File: config.mk
export PLATFORM = sky130hd
export DESIGN_NAME = address_range_to_prefix_blocks_flat
export DESIGN_NICKNAME = d
export VERILOG_FILES = /design/src/hdl/arpb_pkg.sv /design/src/hdl/arpb_in_if.sv /design/src/hdl/arpb_out_if.sv /design/src/hdl/arpb_alu.sv /design/src/hdl/arpb_ctrl.sv /design/src/hdl/address_range_to_prefix_blocks.sv /design/src/flat_wrapper.sv
export SDC_FILE = /design/constraint.sdc
export NUM_CORES = 1
export LEC_CHECK = 0
export BUFFER_PORTS_ARGS = -buffer_cell sky130_fd_sc_hd__buf_2
export CORE_ASPECT_RATIO = 0.75
export CORE_MARGIN = 5
export CORE_UTILIZATION = 25
export CTS_CLUSTER_DIAMETER = 120
export DETAILED_ROUTE_END_ITERATION = 12
export PLACE_DENSITY = 0.39
export SLEW_MARGIN = 40
export SYNTH_ARGS = -nofsm -noshare
export SYNTH_HDL_FRONTEND = slang
export SYNTH_HIERARCHICAL = 1
export SYNTH_SLANG_ARGS = --single-unit
File: constraint.sdc
create_clock -name clk -period 9.1 [get_ports clk]
set_input_delay 1.82 -clock clk [delete_from_list [all_inputs] [get_ports clk]]
set_output_delay 1.82 -clock clk [all_outputs]
set_load 0.02 [all_outputs]
File: src/hdl/arpb_pkg.sv
`timescale 1ns / 1ps

package arpb_pkg;

    localparam int ADDR_W     = 32;
    localparam int SUM_W      = ADDR_W + 1;
    localparam int LEN_W      = 6;
    localparam int MAX_BLOCKS = 62;
    localparam int CNT_W      = 6;

    typedef enum logic [1:0]
    {
        ST_IDLE,
        ST_LOAD,
        ST_RANGE,
        ST_EMIT
    } arpb_state_t;

    // Operands of the shared adder: sum = a + b + cin.
    typedef struct packed
    {
        logic [SUM_W-1:0] a;
        logic [SUM_W-1:0] b;
        logic             cin;
    } alu_req_t;

    typedef struct packed
    {
        logic [ADDR_W-1:0] block_base;
        logic [LEN_W-1:0]  prefix_length;
        logic              last_block;
    } block_t;

    // Number of trailing zero bits; a zero address counts as fully aligned.
    function automatic logic [LEN_W-1:0] trailing_zeros(input logic [ADDR_W-1:0] v);
        logic [LEN_W-1:0] n;
        n = LEN_W'(ADDR_W);
        for (int i = ADDR_W - 1; i >= 0; i--)
        begin
            if (v[i])
            begin
                n = LEN_W'(i);
            end
        end
        return n;
    endfunction

    // Position of the highest set bit of a nonzero count.
    function automatic logic [LEN_W-1:0] floor_log2(input logic [SUM_W-1:0] v);
        logic [LEN_W-1:0] n;
        n = '0;
        for (int i = 0; i < SUM_W; i++)
        begin
            if (v[i])
            begin
                n = LEN_W'(i);
            end
        end
        return n;
    endfunction

endpackage

File: src/hdl/arpb_in_if.sv
`timescale 1ns / 1ps

interface arpb_in_if;
    import arpb_pkg::*;

    logic              valid;
    logic              ready;
    logic [ADDR_W-1:0] first_address;
    logic [ADDR_W-1:0] last_address;

    modport source (output valid, output first_address, output last_address, input ready);
    modport sink   (input valid, input first_address, input last_address, output ready);
endinterface

File: src/hdl/arpb_out_if.sv
`timescale 1ns / 1ps

interface arpb_out_if;
    import arpb_pkg::*;

    logic              valid;
    logic              ready;
    logic [ADDR_W-1:0] block_base;
    logic [LEN_W-1:0]  prefix_length;
    logic              last_block;

    modport source (output valid, output block_base, output prefix_length,
                    output last_block, input ready);
    modport sink   (input valid, input block_base, input prefix_length,
                    input last_block, output ready);
endinterface

File: src/hdl/arpb_alu.sv
`timescale 1ns / 1ps

module arpb_alu
(
    input  arpb_pkg::alu_req_t           req,
    output logic [arpb_pkg::SUM_W-1:0]   sum
);
    import arpb_pkg::*;

    // One carry-in adder serves the increment, the subtraction and the step.
    assign sum = req.a + req.b + SUM_W'(req.cin);

endmodule

File: src/hdl/arpb_ctrl.sv
`timescale 1ns / 1ps

module arpb_ctrl
(
    input  logic                         clk,
    input  logic                         rst_n,
    input  logic                         in_valid,
    input  logic [arpb_pkg::ADDR_W-1:0]  first_address,
    input  logic [arpb_pkg::ADDR_W-1:0]  last_address,
    output logic                         in_ready,
    output arpb_pkg::alu_req_t           alu_req,
    input  logic [arpb_pkg::SUM_W-1:0]   alu_sum,
    input  logic                         out_free,
    output logic                         emit,
    output arpb_pkg::block_t             block
);
    import arpb_pkg::*;

    arpb_state_t       state_reg, state_next;
    logic [ADDR_W-1:0] cur_reg, cur_next;
    logic [SUM_W-1:0]  hi_reg, hi_next;
    logic [SUM_W-1:0]  rem_reg, rem_next;
    logic [LEN_W-1:0]  tz_reg, tz_next;
    logic [CNT_W-1:0]  count_reg, count_next;

    logic [LEN_W-1:0]  fit;
    logic [LEN_W-1:0]  k;
    logic [SUM_W-1:0]  size;
    logic              done;

    always_ff @(posedge clk or negedge rst_n)
    begin
        if (!rst_n)
        begin
            state_reg <= ST_IDLE;
            count_reg <= '0;
        end
        else
        begin
            state_reg <= state_next;
            count_reg <= count_next;
        end
    end

    always_ff @(posedge clk)
    begin
        cur_reg <= cur_next;
        hi_reg  <= hi_next;
        rem_reg <= rem_next;
        tz_reg  <= tz_next;
    end

    // Block size is limited by the alignment of the current base and by what
    // is left of the range.
    always_comb
    begin
        fit  = floor_log2(rem_reg);
        k    = (fit < tz_reg) ? fit : tz_reg;
        size = SUM_W'(1) << k;
        done = (size >= rem_reg) || (count_reg == CNT_W'(MAX_BLOCKS - 1));
    end

    always_comb
    begin
        state_next = state_reg;
        cur_next   = cur_reg;
        hi_next    = hi_reg;
        rem_next   = rem_reg;
        tz_next    = tz_reg;
        count_next = count_reg;
        emit       = 1'b0;
        in_ready   = (state_reg == ST_IDLE);
        alu_req    = '{a: {1'b0, cur_reg}, b: '0, cin: 1'b0};
        block      = '{block_base: cur_reg, prefix_length: LEN_W'(ADDR_W) - k,
                       last_block: done};

        case (state_reg)
            ST_IDLE:
            begin
                if (in_valid)
                begin
                    if (last_address < first_address)
                    begin
                        cur_next = last_address;
                        hi_next  = {1'b0, first_address};
                    end
                    else
                    begin
                        cur_next = first_address;
                        hi_next  = {1'b0, last_address};
                    end
                    count_next = '0;
                    state_next = ST_LOAD;
                end
            end
            ST_LOAD:
            begin
                // Keep the exclusive upper end so the remaining count is one subtraction.
                alu_req    = '{a: hi_reg, b: '0, cin: 1'b1};
                hi_next    = alu_sum;
                state_next = ST_RANGE;
            end
            ST_RANGE:
            begin
                alu_req    = '{a: hi_reg, b: ~{1'b0, cur_reg}, cin: 1'b1};
                rem_next   = alu_sum;
                tz_next    = trailing_zeros(cur_reg);
                state_next = ST_EMIT;
            end
            ST_EMIT:
            begin
                alu_req = '{a: {1'b0, cur_reg}, b: size, cin: 1'b0};
                if (out_free)
                begin
                    emit       = 1'b1;
                    cur_next   = alu_sum[ADDR_W-1:0];
                    count_next = count_reg + CNT_W'(1);
                    state_next = done ? ST_IDLE : ST_RANGE;
                end
            end
            default:
            begin
                state_next = ST_IDLE;
            end
        endcase
    end

endmodule

File: src/hdl/address_range_to_prefix_blocks.sv
// The first block of a range passes through the load, range and emit states and
// then the output register. Each block takes two passes through the shared adder,
// and no new range is taken until the last block of the current one is emitted.
// The output register lets the next range be accepted while the final block waits.
// Reset (rst_n, asynchronous, active low) returns the sequencer to idle and empties
// the output register; no range is held across reset.
`timescale 1ns / 1ps

module address_range_to_prefix_blocks
(
    input  logic        clk,
    input  logic        rst_n,
    arpb_in_if.sink     ranges,
    arpb_out_if.source  blocks
);
    import arpb_pkg::*;

    // The sequencer walks the range from its low end. For each block it first
    // forms the remaining address count and the alignment of the current base,
    // then picks the largest block that fits both and steps past it. The shared
    // adder handles all three arithmetic steps in turn.

    alu_req_t         alu_req;
    logic [SUM_W-1:0] alu_sum;
    logic             emit;
    block_t           block;
    logic             out_free;

    logic             out_valid_reg, out_valid_next;
    block_t           block_reg, block_next;

    arpb_alu u_alu
    (
        .req (alu_req),
        .sum (alu_sum)
    );

    arpb_ctrl u_ctrl
    (
        .clk           (clk),
        .rst_n         (rst_n),
        .in_valid      (ranges.valid),
        .first_address (ranges.first_address),
        .last_address  (ranges.last_address),
        .in_ready      (ranges.ready),
        .alu_req       (alu_req),
        .alu_sum       (alu_sum),
        .out_free      (out_free),
        .emit          (emit),
        .block         (block)
    );

    // The output register can take a new block when it is empty or when its
    // current transaction completes in this cycle.
    assign out_free = !out_valid_reg || blocks.ready;

    always_comb
    begin
        out_valid_next = out_valid_reg;
        block_next     = block_reg;
        if (emit)
        begin
            out_valid_next = 1'b1;
            block_next     = block;
        end
        else if (blocks.ready)
        begin
            out_valid_next = 1'b0;
        end
    end

    always_ff @(posedge clk or negedge rst_n)
    begin
        if (!rst_n)
        begin
            out_valid_reg <= 1'b0;
        end
        else
        begin
            out_valid_reg <= out_valid_next;
        end
    end

    always_ff @(posedge clk)
    begin
        block_reg <= block_next;
    end

    assign blocks.valid         = out_valid_reg;
    assign blocks.block_base    = block_reg.block_base;
    assign blocks.prefix_length = block_reg.prefix_length;
    assign blocks.last_block    = block_reg.last_block;

endmodule

File: src/flat_wrapper.sv
// flat-port wrapper written by rule: the top's interface ports become plain ports
module address_range_to_prefix_blocks_flat import arpb_pkg::*;
  (clk, rst_n, ranges_valid, ranges_first_address, ranges_last_address, ranges_ready, blocks_valid, blocks_block_base, blocks_prefix_length, blocks_last_block, blocks_ready);
  arpb_in_if ranges_i ();
  arpb_out_if blocks_i ();
  input  logic clk;
  input  logic rst_n;
  input wire logic [$bits(ranges_i.valid)-1:0] ranges_valid;
  input wire logic [$bits(ranges_i.first_address)-1:0] ranges_first_address;
  input wire logic [$bits(ranges_i.last_address)-1:0] ranges_last_address;
  output wire logic [$bits(ranges_i.ready)-1:0] ranges_ready;
  output wire logic [$bits(blocks_i.valid)-1:0] blocks_valid;
  output wire logic [$bits(blocks_i.block_base)-1:0] blocks_block_base;
  output wire logic [$bits(blocks_i.prefix_length)-1:0] blocks_prefix_length;
  output wire logic [$bits(blocks_i.last_block)-1:0] blocks_last_block;
  input wire logic [$bits(blocks_i.ready)-1:0] blocks_ready;
  assign ranges_i.valid = ranges_valid;
  assign ranges_i.first_address = ranges_first_address;
  assign ranges_i.last_address = ranges_last_address;
  assign ranges_ready = ranges_i.ready;
  assign blocks_valid = blocks_i.valid;
  assign blocks_block_base = blocks_i.block_base;
  assign blocks_prefix_length = blocks_i.prefix_length;
  assign blocks_last_block = blocks_i.last_block;
  assign blocks_i.ready = blocks_ready;
  address_range_to_prefix_blocks u_core (.clk(clk), .rst_n(rst_n), .ranges(ranges_i), .blocks(blocks_i));
endmodule
==> metrics, run 1 <==
outcome=finished, final reports clean; Peak VDD IR=177 uV; final worst path period share=0.909; Seq pwr share=0.267; hpwl dp=between 30 and 40 mm; CTS Buf Count=17; internal power=~3100 uW; Seq/Total Area, Yosys=0.350; Clk pwr share=0.112; leakage power=0.00583 uW; routability cong.=about 0.9; initial antenna violation count=0; mapped cell area=12,900 sq um; worst hold path class=reg2reg; utilization after layout=0.289; Initial Util=0.252; met2 WL=about 22 mm; Post-Syn Area per Cell=a little over 9 sq um; P per Cell Area=438 nW/um^2; switching power=around 3400 uW; Area growth syn-to-layout=14.7%; cts hold-fix bufs=0; clk_lat worst skew=about 0.46 ns; setup TNS=0 ns; worst reg-to-reg setup slack=0.83 ns; Die X=273 microns; Reg-to-Reg End=u_core/u_ctrl/cur_reg[29]; max-cap check violation count=0; post-synthesis register bit count=around 150; number of global-route vias before repair=11,500; pin count of the biggest net entering global routing=about 70; clk root buf=clkbuf_16; Worst R2R Start=u_core/u_ctrl/rem_reg[10]; WL met3=between 2 and 3 mm; CTS clock-pin slew for the worst setup and hold paths=around 0.07 ns; Post-synth EDFFs=around 140; IO Port Bufs=~110; fin worst setup slack=roughly 0.83 ns; GR Overflow Total=0; hold path endpoint=u_core/u_ctrl/count_reg[4]; YS warnings=6; sw frac=0.523; syn_nets=between 1,500 and 2,000; worst-margin pin slew=~0.83 ns; Rows=72; DIE AREA=between 50,000 and 60,000 sq um; worst-path maximum fanout=11; Fin Clk Skew=around 0.022 ns; area leader, netlist=edfxtp_1; DRT Wirelength=between 50 and 60 mm; Worst slew margin=0.445; GR Util All Layers=0.178; FFs w/ async S/R, synth=0.0592; Finished Cell Area=14,800 sq um; TritonCTS clock tree=done; via-per-instance ratio=~5.5; worst r2r path cells=26; clock sinks=around 150; Main synth FF type=edfxtp_1; fin crit period=around 8.3 ns; CP Capture Type=register; startpoint types=register; commonest cells after routing, fill and taps aside=edfxtp_1 (143), nor2_1 (123), buf_2 (110), nand2_1 (109), ha_1 (107); final setup violation count=0; Die Y=around 210 microns; clock buffer depth=2; # DRC=0; CTS resizes=0; layout cells sized above 1=0.179; Vias=about 12,000; H-tree depth=4; Distinct cells, synth=around 80; Worst Min Path Start=u_core/u_ctrl/count_reg[4]; Comb pwr share=0.622; DP Worst Slack=between 0.9 and 1 ns; fmax=0.121 GHz; Slew Limit Fails=0; Detailed Route Iter0 Violations=approximately 1,100; Fin. Hold Viols=0; core box area=roughly 51,000 sq um; Hold Path Cell Cnt=2; first-pass GRT wire length=between 70 and 80 mm; post-route met1 wirelength=between 20 and 30 mm; DRT Pass-1 Iters=5; Post-Syn Instances=about 1,400; Worst Path Required=9.43 ns; top cell type's share of synthesized area=0.332; Antenna diodes=0; RSZ-0062 raised after global routing=no; Critical Path AT=around 8.6 ns; Final #Nets=1,678; commonest non-fill, non-tap cell in the layout=edfxtp_1; Fill cells=5,447; Post-CTS Setup Bufs=0; number of I/O pins=between 100 and 150; average wire per standard cell=between 20 and 25 microns; synth top area cells=edfxtp_1 (33%), ha_1 (11%), o221a_2 (5.3%); Antenna Nets Post-Route=0; Placed Instance Area=~14,000 sq um; Setup CP Type=reg2reg; Top Metal Used=met4
area by class of cell:
class,instances,area [sq um],area share
Clock inverter,15,144,0.00970
Clock buffer,17,425,0.0287
Multi-Input combinational cell,1094,7810,0.526
Tap cell,666,833,0.0562
Inverter,99,372,0.0251
Timing Repair Buffer,134,731,0.0493
Sequential cell,152,4520,0.305
cell usage after synthesis, types with 4 or more instances:
| library cell | count |
|---|---|
| edfxtp_1 | 143 |
| nor2_1 | 127 |
| ha_1 | 110 |
| nand2_1 | 110 |
| inv_1 | 98 |
| nor3_1 | 88 |
| o31ai_1 | 77 |
| a21oi_1 | 73 |
| clkbuf_1 | 62 |
| o221a_2 | 61 |
| o21ai_0 | 46 |
| a21o_1 | 34 |
| a22o_1 | 34 |
| nor4_1 | 22 |
| xnor2_1 | 20 |
| nand2b_1 | 18 |
| nand4_1 | 18 |
| nand3_1 | 17 |
| nor3b_1 | 17 |
| o32ai_1 | 17 |
| and3_1 | 16 |
| a211oi_1 | 14 |
| xor2_1 | 14 |
| o211ai_1 | 13 |
| o21a_1 | 12 |
| o221ai_1 | 11 |
| a31oi_1 | 10 |
| buf_1 | 9 |
| dfrtp_1 | 9 |
| o22ai_1 | 9 |
| or4_1 | 8 |
| and2_1 | 7 |
| buf_2 | 6 |
| nor2b_1 | 6 |
| a41oi_1 | 5 |
| o21bai_1 | 5 |
| o31a_1 | 5 |
| or3_1 | 5 |
| or2_2 | 4 |
power by group through the flow:
stage,Sequential [uW],Combinational (uW),Clock [uW]
after CTS,1740,4010,749
after floorplan,1650,2570,0
after global placement,1740,4030,0
after global routing,1780,4390,778
final,1730,4040,725
after detailed placement,1750,3990,0
critical path: stages, from the launching register on:
cell and delay (ns):
edfxtp_1 0.48, or4_1 0.57, o2111ai_1 0.25, nand3_1 0.10
a21o_1 0.28, inv_1 0.13, ha_1 0.26, a21o_1 0.19
a22o_1 0.23, a311oi_2 0.43, a21boi_4 0.43, nor2_1 0.24
o21ai_0 0.32, ha_1 0.41, nand2_1 0.41, o32ai_1 0.57
ha_1 0.32, a211oi_1 0.32, nor4_1 0.12, nor4_1 0.55
o21ai_1 0.22, a21oi_1 0.35, o21ai_0 0.16, xor2_1 0.41
nand2_1 0.10, o31ai_1 0.10, o221a_2 0.21
worst max path at each step:
stage | start | end | slack, ns | cells after the start
2_1_floorplan | u_core/u_ctrl/rem_reg[10] | u_core/u_ctrl/hi_reg[32] | 2.30 | 29
3_3_place_gp | u_core/u_ctrl/rem_reg[10] | u_core/u_ctrl/cur_reg[29] | 1.23 | 26
3_5_place_dp | u_core/u_ctrl/rem_reg[10] | u_core/u_ctrl/cur_reg[29] | 1.0 | 26
4_1_cts | u_core/u_ctrl/rem_reg[10] | u_core/u_ctrl/cur_reg[29] | 0.97 | 26
5_1_grt | u_core/u_ctrl/rem_reg[17] | u_core/u_ctrl/cur_reg[29] | 0.16 | 24
6_report | u_core/u_ctrl/rem_reg[10] | u_core/u_ctrl/cur_reg[29] | 0.83 | 26
metrics by stage:
step                std cells  total power, uW  hold WS, ns
finish                   2177             6490        0.555
detailed placement       2144             5730        0.535
CTS                      2176             6490        0.557
global placement         2143             5770        0.520
global route             2177             6950        0.590
floorplan                1425             4220        0.488
cells by family after synthesis:
logic type	Yosys count	synth area share
simple gates	476	0.180
compound gates	471	0.284
buf+inv	179	0.0537
mux	1	0.000774
flops	152	0.350
fa+ha+maj	112	0.110
xor+xnor	34	0.0230
routing by layer:
metal  GRT usage  vias to the layer above
met3      0.0294                       29
met5           0                        -
met2       0.267                      384
li1            -                     5677
met4      0.0362                        0
met1       0.269                     5954
Note: power is estimated with default switching activity, not from simulation.
==> run 2: changes to the inputs <==
PLACE_DENSITY = 0.4   (was 0.39)
clock period = 7.6 ns   (was 9.1 ns; I/O delays follow)
==> run 2 against run 1 <==
  * Total power is 26% higher
  * Critical endpoint is now u_core/u_ctrl/hi_reg[30]
  * Utilization is 0.80 points higher
  * Sequential share of layout area is 0.82 points lower
  * Maximum frequency is 14% higher
  * First-iteration DRC count is 5.2% higher
  * Sequential cell count stayed put
==> metrics, run 2 (same netlist as run 1, synthesis figures left out) <==
Finished Cell Area=15,200 sq um (+2.8%); CP max stage delay=0.59 ns (+0.02 ns); Rows=72 (unchanged); routability cong.=0.921 (+2.7%); initial antenna violation count=1 (+1); Placed Instance Area=14,500 sq um (+2.2%); CTS Buf Count=17 (unchanged); worst hold path class=reg2reg; setup TNS=0 ns (unchanged); P per Cell Area=539 nW/um^2 (+23%); final setup violation count=0 (unchanged); Detailed Route Iter0 Violations=1,156 (+5.2%); Antenna Nets Post-Route=0 (unchanged); final worst path period share=0.953 (+0.0443); Worst R2R Start=u_core/u_ctrl/rem_reg[8]; startpoint types=register; first-pass GRT wire length=76.3 mm (+0.55%); TritonCTS clock tree=done; fmax=0.138 GHz (+14%); clk root buf=clkbuf_16; DRT Wirelength=51.9 mm (+1.5%); Worst slew margin=0.430 (-0.0149); # DRC=0 (unchanged); number of global-route vias before repair=11,600 (+0.94%); Slew Limit Fails=0 (unchanged); Fin. Hold Viols=0 (unchanged); RSZ-0062 raised after global routing=no; commonest cells after routing, fill and taps aside=edfxtp_1 (143), nor2_1 (123), buf_2 (108), nand2_1 (107), ha_1 (107); outcome=finished, final reports clean; cts hold-fix bufs=0 (unchanged); H-tree depth=4 (unchanged); GR Overflow Total=0 (unchanged); Critical Path AT=7.56 ns (-1.04 ns); CP Capture Type=register; clk_lat worst skew=0.46 ns (about the same); Initial Util=0.252 (unchanged); Die Y=207 microns (unchanged); hpwl dp=39.2 mm (+3.1%); DIE AREA=56,400 sq um (unchanged); GR Util All Layers=0.180 (+0.00200); pin count of the biggest net entering global routing=70 (+2.9%); average wire per standard cell=23.3 microns (-0.61%); number of I/O pins=109 (unchanged); Final #Nets=1,724 (+2.7%); Vias=12,200 (+1.3%); CTS clock-pin slew for the worst setup and hold paths=0.07 ns (about the same); CP max stage cell=or4_1; worst reg-to-reg setup slack=0.36 ns (-0.47 ns); layout cells sized above 1=0.204 (+0.0249); Setup CP Type=reg2reg; Die X=273 microns (unchanged); Worst Path Required=7.91 ns (-1.52 ns); Fin Clk Skew=0.0180 ns (-0.00369 ns); worst-path maximum fanout=10 (-1); via-per-instance ratio=5.49 (-0.79%); core box area=51,300 sq um (unchanged); fin crit period=7.24 ns (-1.03 ns); IO Port Bufs=108 (unchanged); DRT Pass-1 Iters=5 (unchanged); clock buffer depth=2 (unchanged); CP startpoint=u_core/u_ctrl/rem_reg[8]; max-cap check violation count=0 (unchanged); Antenna diodes=0 (unchanged); clock sinks=152 (unchanged); Area growth syn-to-layout=17.9%; commonest non-fill, non-tap cell in the layout=edfxtp_1; Worst Min Path Start=u_core/u_ctrl/count_reg[4]; worst-margin pin slew=0.851 ns (+0.0186 ns); Peak VDD IR=163 uV (-7.5%); leakage power=0.00606 uW (+4.0%)
run 2: cell count changes in the layout (fill, tap and decap cells not counted), sizes merged:
| cell | before | now |
|---|---|---|
| bufinv | 1 | 2 |
| buf | 134 | 180 |
| clkbuf | 17 | 19 |
| inv | 104 | 103 |
| clkinvlp | 1 | 4 |
| clkinv | 8 | 3 |
run 2: critical path: cells and delay by family, from the launching register on:
family / cells / cell delay (ns)
xor+xnor: 1 / 0.30
fa+ha+maj: 4 / 1.40
flops: 1 / 0.45
compound gates: 17 / 3.84
buf+inv: 1 / 0.14
simple gates: 5 / 1.02
run 2: power by group:
part           switching [uW]  internal, uW
registers                 471          1630
clock network             397           488
logic                    3300          1930
run 2: area by class of cell:
| type | instances | area [sq um] |
|---|---|---|
| Multi-Input combinational cell | 1094 | 7860 |
| Tap cell | 666 | 833 |
| Fill cell | 5460 | 36100 |
| Clock buffer | 19 | 433 |
| Timing Repair Buffer | 180 | 1080 |
| Sequential cell | 152 | 4520 |
| Clock inverter | 13 | 145 |
| Inverter | 99 | 372 |
run 2: repair_timing:
item / 4_1_cts / 5_1_grt
buffers inserted: 0 / 7
setup endpoints to repair: 0 / 27
hold endpoints to repair: 0 / 0
gates resized for setup: 0 / 9
run 2: worst paths after layout:
| kind | endpoint | cells past startpoint |
|---|---|---|
| worst max-delay path | u_core/u_ctrl/hi_reg[30] | 28 |
| worst min-delay path | u_core/u_ctrl/count_reg[4] | 2 |
| worst max register to register | u_core/u_ctrl/hi_reg[30] | 28 |
| worst min register to register | u_core/u_ctrl/count_reg[4] | 2 |
| max in group asynchronous | u_core/u_ctrl/state_reg[0] | 1 |
| min in group asynchronous | u_core/blocks.valid | 1 |
run 2: per-stage QoR:
stage,std cells,total power (uW),hold WS [ns],utilization,setup WS (ns)
2_1_floorplan,1425,5050,0.488,-,0.798
3_3_place_gp,2183,7260,0.516,0.283,0.105
3_5_place_dp,2184,7200,0.527,0.283,0.136
4_1_cts,2216,8140,0.539,0.294,0.0824
5_1_grt,2223,8770,0.592,0.297,0.00178
6_report,2223,8210,0.535,0.297,0.356
run 2: per-layer routing:
| layer | part of all wire | wire length (microns) | track usage |
|---|---|---|---|
| met4 | 0.0098 | 510 | 0.0311 |
| met5 | 0 | 0 | 0 |
| met3 | 0.053 | 2740 | 0.0269 |
| met1 | 0.51 | 26500 | 0.281 |
| met2 | 0.43 | 22100 | 0.263 |
